`src/design/mmfn_ram.sv`:
```
`default_nettype none

module mmfn_ram #(
    parameter  int WIDTH = 16,
    parameter  int DEPTH = 16,
    localparam int AW    = (DEPTH > 1) ? $clog2(DEPTH) : 1
) (
    input  wire logic             clk,
    input  wire logic             we,
    input  wire logic [AW-1:0]    waddr,
    input  wire logic [WIDTH-1:0] wdata,
    input  wire logic             re,
    input  wire logic [AW-1:0]    raddr,
    output logic      [WIDTH-1:0] rdata
);

    logic [WIDTH-1:0] mem [DEPTH];
    logic [WIDTH-1:0] rdata_reg;

    // One write port and one registered read port.
    always_ff @(posedge clk)
    begin
        if (we)
        begin
            mem[waddr] <= wdata;
        end
        if (re)
        begin
            rdata_reg <= mem[raddr];
        end
    end

    assign rdata = rdata_reg;

endmodule

`default_nettype wire

```
`config.mk`:
```
export PLATFORM = sky130hd
export DESIGN_NAME = mmfn_ram
export DESIGN_NICKNAME = d
export VERILOG_FILES = /design/src/design/mmfn_ram.sv
export SDC_FILE = /design/constraint.sdc
export NUM_CORES = 1
export LEC_CHECK = 0
export ABC_CLOCK_PERIOD_IN_PS = 8100
export BUFFER_PORTS_ARGS = -buffer_cell sky130_fd_sc_hd__buf_4
export CAP_MARGIN = 10
export CORE_MARGIN = 3
export CORE_UTILIZATION = 65
export DETAILED_ROUTE_END_ITERATION = 12
export PLACE_DENSITY = 0.89
export REMOVE_ABC_BUFFERS = 1
export SYNTH_ARGS = -nofsm -noshare
export SYNTH_HDL_FRONTEND = slang
export SYNTH_SLANG_ARGS = --single-unit
```
`constraint.sdc`:
```
create_clock -name clk -period 8.1 [get_ports clk]
set_input_delay 1.62 -clock clk [delete_from_list [all_inputs] [get_ports clk]]
set_output_delay 1.62 -clock clk [all_outputs]
set_load 0.05 [all_outputs]
```
==> results_dict.tcl <==
set metrics [dict create \
    status "complete, no violations" \
    power.share.clock_pct 38.9 \
    gp_congestion 0.762 \
    drive_gt1_share_pct 29.7 \
    p_leak_uw 0.00378 \
    finalWirelength_um 22700 \
    dp.cells 682 \
    hp-start "mem[15][15]$_DFFE_PP_" \
    drt-pass1-iter-count 5 \
    path_class "in -> reg" \
    p_int_uw 2280 \
    max-cap-violations 0 \
    clkTransAtPathRegs_ns 0.06 \
    cts_num_sinks 272 \
    max_freq_ghz 0.285 \
    diodes 0 \
    ctsResizeCount 0 \
    switching_share_pct 21.1 \
    switchingPower_uw 608 \
    cp.required_ns 8.36 \
    yosysSeqAreaShare_pct 80.0 \
    synth_common_cells "edfxtp_1 (272), mux4_2 (54), a22oi_1 (32), nand2_1 (17), nor2_1 (13)" \
    end_kind "register" \
    critical_path.max_fanout 38 \
    nFillCells 760 \
    wl_per_cell_um 31.1 \
    clock_latency_ns 0.54 \
    crit_path_start_kind "primary input" \
    syn_inst 432 \
    timing.final.crit_period_ns 3.51 \
    fp.dieH_um 131 \
    die_w_um 131 \
    cp_data_arrival_time_ns 3.78 \
    period_share_pct 43.4 \
    vias 4950 \
    io_pins 43 \
    post-route-util_pct 76.1 \
    p_per_area_nw_per_um2 248 \
    design_area_sq_um 11600 \
    synth_edf_count 272 \
    avgSynthCellArea_sq_um 23.6 \
    antenna_found_initial 0 \
    setup_violations 0 \
    port_buffers 42 \
    r2r-start "mem[9][11]$_DFFE_PP_" \
    hold_viol 0 \
    largest_reg_flops 256 \
    synth_top_area_share_pct 80.0 \
    start_util_pct 66.9 \
    cts_htree_levels 1 \
    via_per_inst 6.78 \
    drt_iter0_markers 598 \
    grt_setup_unrepaired "no" \
    peakVddDrop_mv 0.206 \
    finalSetupTns_ns 0 \
    ys_seq_elements 272 \
    yosysUniqueCellTypes 18 \
    seqPwrFrac_pct 55.4 \
    wl_met2_um 11200 \
    syn2layout_area_growth_pct 13.8 \
    async_flop_share_pct 0 \
    cts_buffer_depth 3 \
    post_cts_buffers 0 \
    grt_usage_pct 27.2 \
    syn_area_sq_um 10200 \
    timing.rr.end "rdata[11]$_DFFE_PP_" \
    dp_hpwl_um 11000 \
    fin_nets 527 \
    cts_buffers 26 \
    worst_slew_pin_slew_ns 1.20 \
    grt_pass1_vias 5169 \
    slew_headroom_pct 20.2 \
    maxSlewViolCount 0 \
    cts_tree "yes" \
    maxUsedRoutingLayer "met4" \
    dpl_cell_area_sq_um 10800 \
    hold_end "rdata[15]$_DFFE_PP_" \
    synth_ff_type "edfxtp_1" \
    die_area_sq_um 17200 \
    ant_nets 0 \
    synth_area_leaders "edfxtp_1 (80%), mux4_2 (12%), mux4_1 (2.6%)" \
    grt_pass1_wl_um 33800 \
    dr_wl_met3_um 2570 \
    root_buffer "clkbuf_16" \
    yosysMostFrequentCell "edfxtp_1" \
    overflow 0 \
    yosysWarnings 0 \
    drcViolationCount 0 \
    rrSetupSlack_ns 6.55 \
    grt_max_degree 65 \
    reg2reg_depth 3 \
    comb_power_share_pct 5.8 \
    m1WireLength_um 8240 \
    stdcell_count 730 \
    synth_largest_area_cell "edfxtp_1" \
    fp.coreArea_sq_um 15300 \
    hold_depth 3 \
    cts_hold_buf 0 \
    holdWs_ns 0.748 \
    rows 45 \
    fin_skew_ns 0.0237 \
    hold_class "reg -> reg" \
]
[worst max-delay path, cell delays in order]
cell     delay [ns]
buf_4          0.44
buf_4          0.69
mux4_1         0.71
a22oi_1        0.21
nand2_1        0.08
[layout make-up]
type                            count  area [sq um]  area share [%]
Multi-Input combinational cell    139          1940            16.7
Tap cell                          211           264            2.27
Clock buffer                       37           692            5.96
Sequential cell                   272          8170            70.3
Timing Repair Buffer               61           465            4.01
Clock inverter                     10          85.1           0.733
[per-stage QoR]
stage / total power, uW / setup WS [ns]
finish: 2880 / 4.59
global route: 2960 / 4.41
CTS: 2890 / 4.51
detailed placement: 1790 / 4.05
global placement: 1780 / 4.11
floorplan: 1710 / 4.42
[cells by family after synthesis]
group,Yosys count,share of synthesized area [%]
multiplexers,64,14.5
flip-flops,272,80.0
buffers and inverters,21,1.21
AO/OA/AOI/OAI,32,2.35
AND/OR/NAND/NOR,43,1.89
[how the worst max path moves through the flow]
stage                     startpoint                   to  slack (ns)  cells after the start
after floorplan             waddr[2]  mem[0][0]$_DFFE_PP_        4.42                      2
after global placement      raddr[0]   rdata[4]$_DFFE_PP_        4.11                      5
after detailed placement    raddr[0]   rdata[4]$_DFFE_PP_        4.05                      5
after CTS                   raddr[0]  rdata[11]$_DFFE_PP_        4.51                      5
after global routing        raddr[0]   rdata[4]$_DFFE_PP_        4.41                      5
final                       raddr[0]  rdata[11]$_DFFE_PP_        4.59                      5
[power by group through the flow]
stage | clock, uW | combinational [uW] | sequential, uW
6_report | 1120 | 166 | 1600
5_1_grt | 1190 | 177 | 1600
4_1_cts | 1130 | 167 | 1600
3_5_place_dp | 0 | 164 | 1620
3_3_place_gp | 0 | 157 | 1620
2_1_floorplan | 0 | 61.4 | 1650
[routing by layer]
metal	global-route usage, %	vias up
li1	-	1986
met1	38.2	2540
met2	42.8	360
met3	6.78	64
met4	9.80	0
met5	0	-
[cell usage in the layout (no fill, tap or decap)]
master / Yosys / routed
nand2_1: 17 / 17
bufinv_16: 0 / 1
nor2b_1: 2 / 2
nand3b_1: 2 / 2
clkinv_8: 0 / 1
clkinv_2: 0 / 3
nor3_2: 0 / 4
nand2b_1: 2 / 2
inv_6: 0 / 1
buf_4: 3 / 60
mux4_2: 54 / 54
nand3_1: 1 / 1
buf_8: 0 / 1
and2_1: 1 / 1
clkbuf_1: 8 / 11
mux4_1: 10 / 10
or3b_2: 1 / 1
nor2_1: 13 / 11
clkbuf_16: 0 / 26
a22oi_1: 32 / 32
edfxtp_1: 272 / 272
nor2_2: 0 / 2
clkinv_1: 0 / 4
No activity file was read; power rests on OpenSTA's default activity.
