## config.mk

```make
export PLATFORM = sky130hd
export DESIGN_NAME = mmfn_div
export DESIGN_NICKNAME = d
export VERILOG_FILES = /design/src/design/mmfn_pkg.sv /design/src/design/mmfn_div.sv
export SDC_FILE = /design/constraint.sdc
export NUM_CORES = 1
export LEC_CHECK = 0
export BUFFER_PORTS_ARGS = -buffer_cell sky130_fd_sc_hd__buf_2
export CAP_MARGIN = 20
export CORE_UTILIZATION = 56
export DETAILED_ROUTE_END_ITERATION = 10
export PLACE_DENSITY = 0.8
export SLEW_MARGIN = 20
export SYNTH_ARGS = -nofsm -noshare
export SYNTH_HDL_FRONTEND = slang
export SYNTH_SLANG_ARGS = --single-unit
```

## constraint.sdc

```tcl
create_clock -name clk -period 2.8 [get_ports clk]
set_clock_uncertainty 0.05 [all_clocks]
set_input_delay 0.28 -clock clk [delete_from_list [all_inputs] [get_ports clk]]
set_output_delay 0.28 -clock clk [all_outputs]
set_load 0.03 [all_outputs]
```

## src/design/mmfn_pkg.sv

```systemverilog
`default_nettype none

package mmfn_pkg;

    // Default sizes of the value store, the dimension table and the samples.
    localparam int MAX_VALUES_DEF  = 1024;
    localparam int MAX_DIMS_DEF    = 16;
    localparam int SAMPLE_BITS_DEF = 16;

    // Fixed widths of the ports.
    localparam int SAMPLE_PORT_BITS = 16;
    localparam int NORM_BITS        = 16;
    localparam int DIM_IDX_BITS     = 4;
    localparam int CFG_BITS         = 5;

    // Request kinds on the input channel.
    localparam logic REQ_LOAD  = 1'b0;
    localparam logic REQ_FETCH = 1'b1;

    // Status codes on the output channel.
    localparam logic STATUS_OK    = 1'b0;
    localparam logic STATUS_EMPTY = 1'b1;

endpackage

`default_nettype wire

```

## src/design/mmfn_div.sv

```systemverilog
`default_nettype none

module mmfn_div
    import mmfn_pkg::*;
#(
    parameter int OP_BITS = SAMPLE_BITS_DEF
) (
    input  wire logic                 clk,
    input  wire logic                 rst_n,
    input  wire logic                 start,
    input  wire logic [OP_BITS-1:0]   dividend,
    input  wire logic [OP_BITS-1:0]   divisor,
    output logic                      done,
    output logic      [NORM_BITS-1:0] quotient
);

    // The dividend is below the divisor, so the quotient is a pure fraction
    // and one quotient bit is produced per cycle by restoring division.
    localparam int CNT_W = $clog2(NORM_BITS + 1);

    logic                 busy_reg, busy_next;
    logic [CNT_W-1:0]     cnt_reg, cnt_next;
    logic [OP_BITS-1:0]   rem_reg;
    logic [OP_BITS-1:0]   div_reg;
    logic [NORM_BITS-1:0] quo_reg;

    logic [OP_BITS:0]     rem_sh;
    logic [OP_BITS:0]     rem_diff;
    logic                 rem_ge;
    logic [OP_BITS-1:0]   rem_step;
    logic                 stepping;

    // One trial subtraction of the shifted remainder.
    always_comb
    begin
        rem_sh   = {rem_reg, 1'b0};
        rem_diff = rem_sh - {1'b0, div_reg};
        rem_ge   = rem_sh >= {1'b0, div_reg};
        rem_step = rem_ge ? rem_diff[OP_BITS-1:0] : rem_sh[OP_BITS-1:0];
    end

    assign stepping = busy_reg && (cnt_reg != '0);
    assign done     = busy_reg && (cnt_reg == '0);
    assign quotient = quo_reg;

    // Step counter and busy flag.
    always_comb
    begin
        busy_next = busy_reg;
        cnt_next  = cnt_reg;
        if (start)
        begin
            busy_next = 1'b1;
            cnt_next  = CNT_W'(NORM_BITS);
        end
        else if (done)
        begin
            busy_next = 1'b0;
        end
        else if (stepping)
        begin
            cnt_next = cnt_reg - 1'b1;
        end
    end

    always_ff @(posedge clk or negedge rst_n)
    begin
        if (!rst_n)
        begin
            busy_reg <= 1'b0;
            cnt_reg  <= '0;
        end
        else
        begin
            busy_reg <= busy_next;
            cnt_reg  <= cnt_next;
        end
    end

    // Remainder and quotient shift registers.
    always_ff @(posedge clk)
    begin
        if (start)
        begin
            rem_reg <= dividend;
            div_reg <= divisor;
            quo_reg <= '0;
        end
        else if (stepping)
        begin
            rem_reg <= rem_step;
            quo_reg <= {quo_reg[NORM_BITS-2:0], rem_ge};
        end
    end

endmodule

`default_nettype wire

```

==> results.toml, run 1 <==
[outcome]
outcome = "finished, final reports clean"

[route]
drt_wl_total_mm = 5.97
dr.pass1.iters = 4
drc = 0
ant_nets = 0
post_drt_wl_per_cell_um = 13.7
vias_per_cell = 5.51
dr_total_vias = 2395
first_iter_violations = 232

[synthesis]
synthDistinctLibCells = 51
async_reset_ff_share_pct = 11.1
ys.flop_type = "edfxtp_1"
seq_area_frac_synth_pct = 47.0
postSynthCellCount = 309
ys_seq_elements = 54
synth_fp_nets = 363
synth-edff-count = 32
syn_avg_cell_area_um2 = 9.85
yosysWarnings = 0
synth_area_mm2 = 0.00304

[worst_hold_path]
worstHoldStart = "divisor[14]"
hold_path.class = "input port to flip-flop"
hold_depth = 1

[layout]
finalCoreUtilization_pct = 68.2
num-nets-final = 418
syn_to_final_growth_pct = 15.8
antenna_cells = 0
layout_common_cells = "nand2_1 (52), buf_2 (51), edfxtp_1 (32), a21oi_1 (27), inv_1 (19)"
layout_commonest_cell = "nand2_1"
drive_gt1_share_pct = 21.6
fillers = 407
regArea_mm2 = 0.00143
multi_input_area_mm2 = 0.00150

[cts]
cts_sinks = 54
cts_tree = "built"
cts.path.max_buffers = 2
clockRootBuffer = "clkbuf_8"
h-tree-depth = 2
clock_latency_ns = 0.31
cts_buffers = 5
clk_pin_slew_ns = 0.11

[die]
start_util_pct = 58.9
core.rowCount = 26
die_x_um = 75.7
core_area_mm2 = 0.00517
io_pins = 52
dieArea_mm2 = 0.00574
fp.dieH_um = 75.7

[setup_path]
startpoint_type = "flip-flop"
cp_data_arrival_time_ns = 2.67
critPathKind = "flip-flop to flip-flop"
required_ns = 2.82
crit_start = "rem_reg[9]"
cp_slowest_cell = "edfxtp_1"
worstPathCellList = "ha_1 -> and3_1 -> o21a_1 -> a311oi_2 -> o21ai_2 -> a41o_1 -> and4b_1 -> a221o_1"
path_max_fanout = 7
r2r_start = "rem_reg[9]"
reg2reg_slack_ns = 0.15
reg2reg_depth = 8
endpoint_kind = "flip-flop"
crit_path_max_incr_delay_ns = 0.40

[global_route]
grt_pass1_vias = 2247
grt_pass1_wl_mm = 9.78
grt_start_max_net_pins = 43
grt_use_total_pct = 22.7
gr-total-overflow = 0
antenna_found_initial = 0

[sta]
rsz0062_at_grt = "no"
setup_viol = 0
hold_viol = 0
drv_slew = 0
fmax_mhz = 377
relSlewSlack_pct = 42.4
period_share_pct = 94.7
worst-slew-pin-transition_ns = 0.864
setup-tns-final_ns = 0
final.min_clock_period_ns = 2.65

[power_and_ir_drop]
powerDensity_mw_per_mm2 = 991
p_leak_uw = 0.00154
peakVddDrop_uv = 440

[placed_design]
place_hpwl_mm = 4.33
gp_congestion = 0.913
numPortBuffers = 51

[run]
cap_violations = 0
==> cell usage after synthesis (all sizes together), types with 3 or more instances <==
cell	count	area share, %
o311ai	6	1.7
nor2b	4	0.82
xor2	10	2.9
clkbuf	10	1.2
o211ai	3	0.74
a211oi	3	0.74
nand3b	7	1.7
or3	3	0.62
a21o	5	1.2
o21a	3	0.74
dfxtp	16	11
nand2	52	6.4
ha	18	7.4
buf	4	0.95
xnor2	4	1.2
dfrtp	6	4.9
edfxtp	32	32
nor3	5	0.82
and3	3	0.62
nand2b	7	1.4
inv	19	2.3
o21ai	11	1.9
a21oi	30	5.2
a221o	5	1.6
nor2	16	2.0
==> final timing paths <==
path / end
worst max-delay path: rem_reg[10]
worst min-delay path: div_reg[14]
worst max register to register: rem_reg[10]
worst min register to register: quotient[13]
max in group asynchronous: cnt_reg[4]
min in group asynchronous: cnt_reg[1]
==> critical path, delay by kind of cell, from the launching register on <==
family	cells	cell delay [ns]
simple gates	2	0.40
compound gates	5	1.17
flops	1	0.40
fa+ha+maj	1	0.38
==> metal layers <==
layer	global-route usage, %	vias to the layer above	share of wire (%)
met1	29.8	1101	46
met3	4.50	6	4.3
met5	0	-	0
met2	38.3	66	49
li1	-	1222	-
met4	6.17	0	1.3
==> cell type report <==
class / instances / area share (%)
Clock buffer: 5 / 1.95
Clock inverter: 3 / 0.745
Inverter: 19 / 2.02
Multi-Input combinational cell: 222 / 42.4
Sequential cell: 54 / 40.6
Tap cell: 70 / 2.48
Timing Repair Buffer: 62 / 9.76
==> cells by family after synthesis <==
kind of cell,share of synthesized area (%)
multiplexers,1.03
flip-flops,47.0
AO/OA/AOI/OAI,18.3
adder cells (fa/ha/maj),8.06
XOR/XNOR,4.03
AND/OR/NAND/NOR,17.1
buffers and inverters,4.52
==> repair_timing <==
item | in CTS | in global routing
setup buffers | 0 | 0
hold buffers | 1 | 0
endpoints found under the hold margin | 6 | 0
resized for setup | 0 | 7
setup endpoints to repair | 0 | 12
==> where the power goes <==
group	internal, µW	switching [µW]	total, µW
Combinational	785	1030	1810
Sequential	1090	122	1210
Clock	187	285	471
Total	2060	1430	3490
==> stage by stage <==
step                      std cells  setup slack, ns  power [µW]  hold WS [ns]  instance area [µm²]
final                           435            0.149        3490        0.0846                 3530
after global routing            435           0.0308        3770        0.0719                 3530
after CTS                       435         0.000531        3460        0.0801                 3500
after detailed placement        426          0.00868        2980        0.0607                 3400
after global placement          426            0.130        2930        0.0624                 3400
after floorplan                 309            0.268        2570       -0.0656                 3040
(Power assumes the default switching activity.)
==> inputs of run 2 (changes only) <==
--- a/config.mk
+++ b/config.mk
@@ -7,9 +7,9 @@
 export LEC_CHECK = 0
 export BUFFER_PORTS_ARGS = -buffer_cell sky130_fd_sc_hd__buf_2
 export CAP_MARGIN = 20
-export CORE_UTILIZATION = 56
+export CORE_UTILIZATION = 60
 export DETAILED_ROUTE_END_ITERATION = 10
-export PLACE_DENSITY = 0.8
+export PLACE_DENSITY = 0.84
 export SLEW_MARGIN = 20
 export SYNTH_ARGS = -nofsm -noshare
 export SYNTH_HDL_FRONTEND = slang
==> constraint.sdc (replaced) <==
create_clock -name clk -period 3.4 [get_ports clk]
set_clock_uncertainty 0.05 [all_clocks]
set_input_delay 0.34 -clock clk [delete_from_list [all_inputs] [get_ports clk]]
set_output_delay 0.34 -clock clk [all_outputs]
set_load 0.03 [all_outputs]
==> run 2 against run 1 <==
Net effect:
- flip-flop and latch count unchanged
- cell area down 2.1%
- largest cell class unchanged
- sequential share of layout area up 0.85 points
- critical path type unchanged
- count of clock-buffer cells in the layout unchanged
- worst hold slack better by 0.066 ns
- global-route usage up 0.47 points
- setup slack better by 0.28 ns
- non-clock buffer count down 5
- total power down 21%
- maximum frequency down 11%
==> results.toml, run 2 (synthesized netlist as in run 1, its figures left out) <==
[route]
drt_wl_total_mm = 5.88
dr_total_vias = 2393
ant_nets = 0
post_drt_wl_per_cell_um = 13.8
first_iter_violations = 168
vias_per_cell = 5.60
dr.pass1.iters = 4
drc = 0

[sta]
final.min_clock_period_ns = 2.97
worst-slew-pin-transition_ns = 1.01
setup-tns-final_ns = 0
hold_viol = 0
drv_slew = 0
period_share_pct = 87.4
setup_viol = 0
rsz0062_at_grt = "no"
fmax_mhz = 337
setup_ws_ns = 0.430
relSlewSlack_pct = 32.4

[setup_path]
path_max_fanout = 15
startpoint_type = "flip-flop"
endpoint_kind = "flip-flop"
cp_data_arrival_time_ns = 2.93
critPathKind = "flip-flop to flip-flop"
crit_path_max_incr_delay_ns = 0.53
required_ns = 3.36
cp_slowest_cell = "a41oi_4"
worstPathCellList = "ha_1 -> a21oi_2 -> o21ai_1 -> a311oi_2 -> o21ai_2 -> a41oi_4 -> buf_4 -> o311ai_0"

[cts]
clockRootBuffer = "clkbuf_8"
h-tree-depth = 2
cts_tree = "built"
cts_sinks = 54
clk_pin_slew_ns = 0.10
cts.path.max_buffers = 2
post_cts_buffers = 0
clock_latency_ns = 0.31
cts_buffers = 5

[global_route]
grt_util_met2_pct = 38.9
grt_start_max_net_pins = 61
antenna_found_initial = 0
grt_pass1_vias = 2203
gr-total-overflow = 0
grt_use_total_pct = 23.1
grt_pass1_wl_mm = 9.43
grt.met3_usage_pct = 4.70
busiest_layer = "met2"
use_met1_pct = 29.1

[layout]
regArea_mm2 = 0.00143
multi_input_area_mm2 = 0.00148
num-nets-final = 413
antenna_cells = 0
layout_common_cells = "nand2_1 (52), buf_2 (51), edfxtp_1 (32), a21oi_1 (28), inv_1 (19)"
stdcell_count = 427
drive_gt1_share_pct = 19.4
syn_to_final_growth_pct = 13.4
fillers = 377
layout_commonest_cell = "nand2_1"

[die]
fp.dieH_um = 73.2
die_x_um = 73.2
core_area_mm2 = 0.00482
core.rowCount = 25
io_pins = 52
dieArea_mm2 = 0.00536
start_util_pct = 63.2

[placed_design]
numPortBuffers = 51
place_hpwl_mm = 4.19
dp_worst_setup_slack_ns = 0.462
gp_congestion = 0.837
placed_cells = 418

[outcome]
outcome = "finished, final reports clean"

[run]
cap_violations = 0

[power_and_ir_drop]
powerDensity_mw_per_mm2 = 802
p_leak_uw = 0.00151
peakVddDrop_uv = 535
finalPower_uw = 2770

[worst_hold_path]
hold_path.class = "input port to flip-flop"
[run 2: cell count changes in the layout (fill, tap and decap cells not counted)]
cell	before	now
a21oi_1	27	28
a21oi_4	1	0
buf_4	9	5
buf_6	1	0
clkinv_2	0	1
clkinv_4	0	1
ha_1	16	18
ha_2	2	0
inv_6	1	0
inv_8	1	0
nor3_1	4	5
nor3_2	1	0
o311ai_0	5	6
o311ai_1	1	0
[run 2: path summary, 6_finish.rpt]
path	endpoint	startpoint	slack, ns	cells after the start
max	rem_reg[4]	rem_reg[5]	0.43	8
min	div_reg[4]	divisor[4]	0.15	1
max reg2reg	rem_reg[4]	rem_reg[5]	0.43	8
min reg2reg	quotient[11]	quotient[10]	0.42	2
max in group asynchronous	cnt_reg[3]	rst_n	2.82	2
min in group asynchronous	cnt_reg[0]	rst_n	0.33	2
[run 2: cell type report]
class                      instances  area share [%]
clock inverter                     3           0.580
tap                               67            2.43
multi-input combinational        222            42.7
inverter                          19            2.07
sequential                        54            41.4
timing repair buffer              57            8.77
clock buffer                       5            1.99
[run 2: routing by layer]
layer,vias to the layer above,part of all wire [%]
li1,1212,-
met1,1106,45
met2,61,48
met3,14,4.9
met4,0,2.0
met5,-,0
[run 2: timing repair]
item | 4_1_cts | 5_1_grt
hold buffers | 1 | 0
resized for setup | 0 | 0
hold endpoints to repair | 6 | 0
[run 2: where the power goes]
part / internal (µW) / leakage (µW) / switching [µW]
logic: 584 / 0.000930 / 833
registers: 895 / 0.000529 / 99.2
clock network: 146 / 0.0000484 / 213
total: 1620 / 0.00151 / 1140
[run 2: per-stage QoR]
| stage | utilization [%] | area [µm²] | hold slack (ns) |
|---|---|---|---|
| floorplan | - | 3040 | -0.00559 |
| global placement | 69.6 | 3350 | 0.122 |
| detailed placement | 69.6 | 3350 | 0.124 |
| CTS | 71.7 | 3450 | 0.144 |
| global route | 71.7 | 3450 | 0.135 |
| finish | 71.7 | 3450 | 0.150 |
[run 2: critical path, delay by kind of cell, from the launching register on]
| kind | cells | cell delay, ns |
|---|---|---|
| fa+ha+maj | 1 | 0.40 |
| flops | 1 | 0.42 |
| buf+inv | 1 | 0.27 |
| compound gates | 6 | 1.52 |
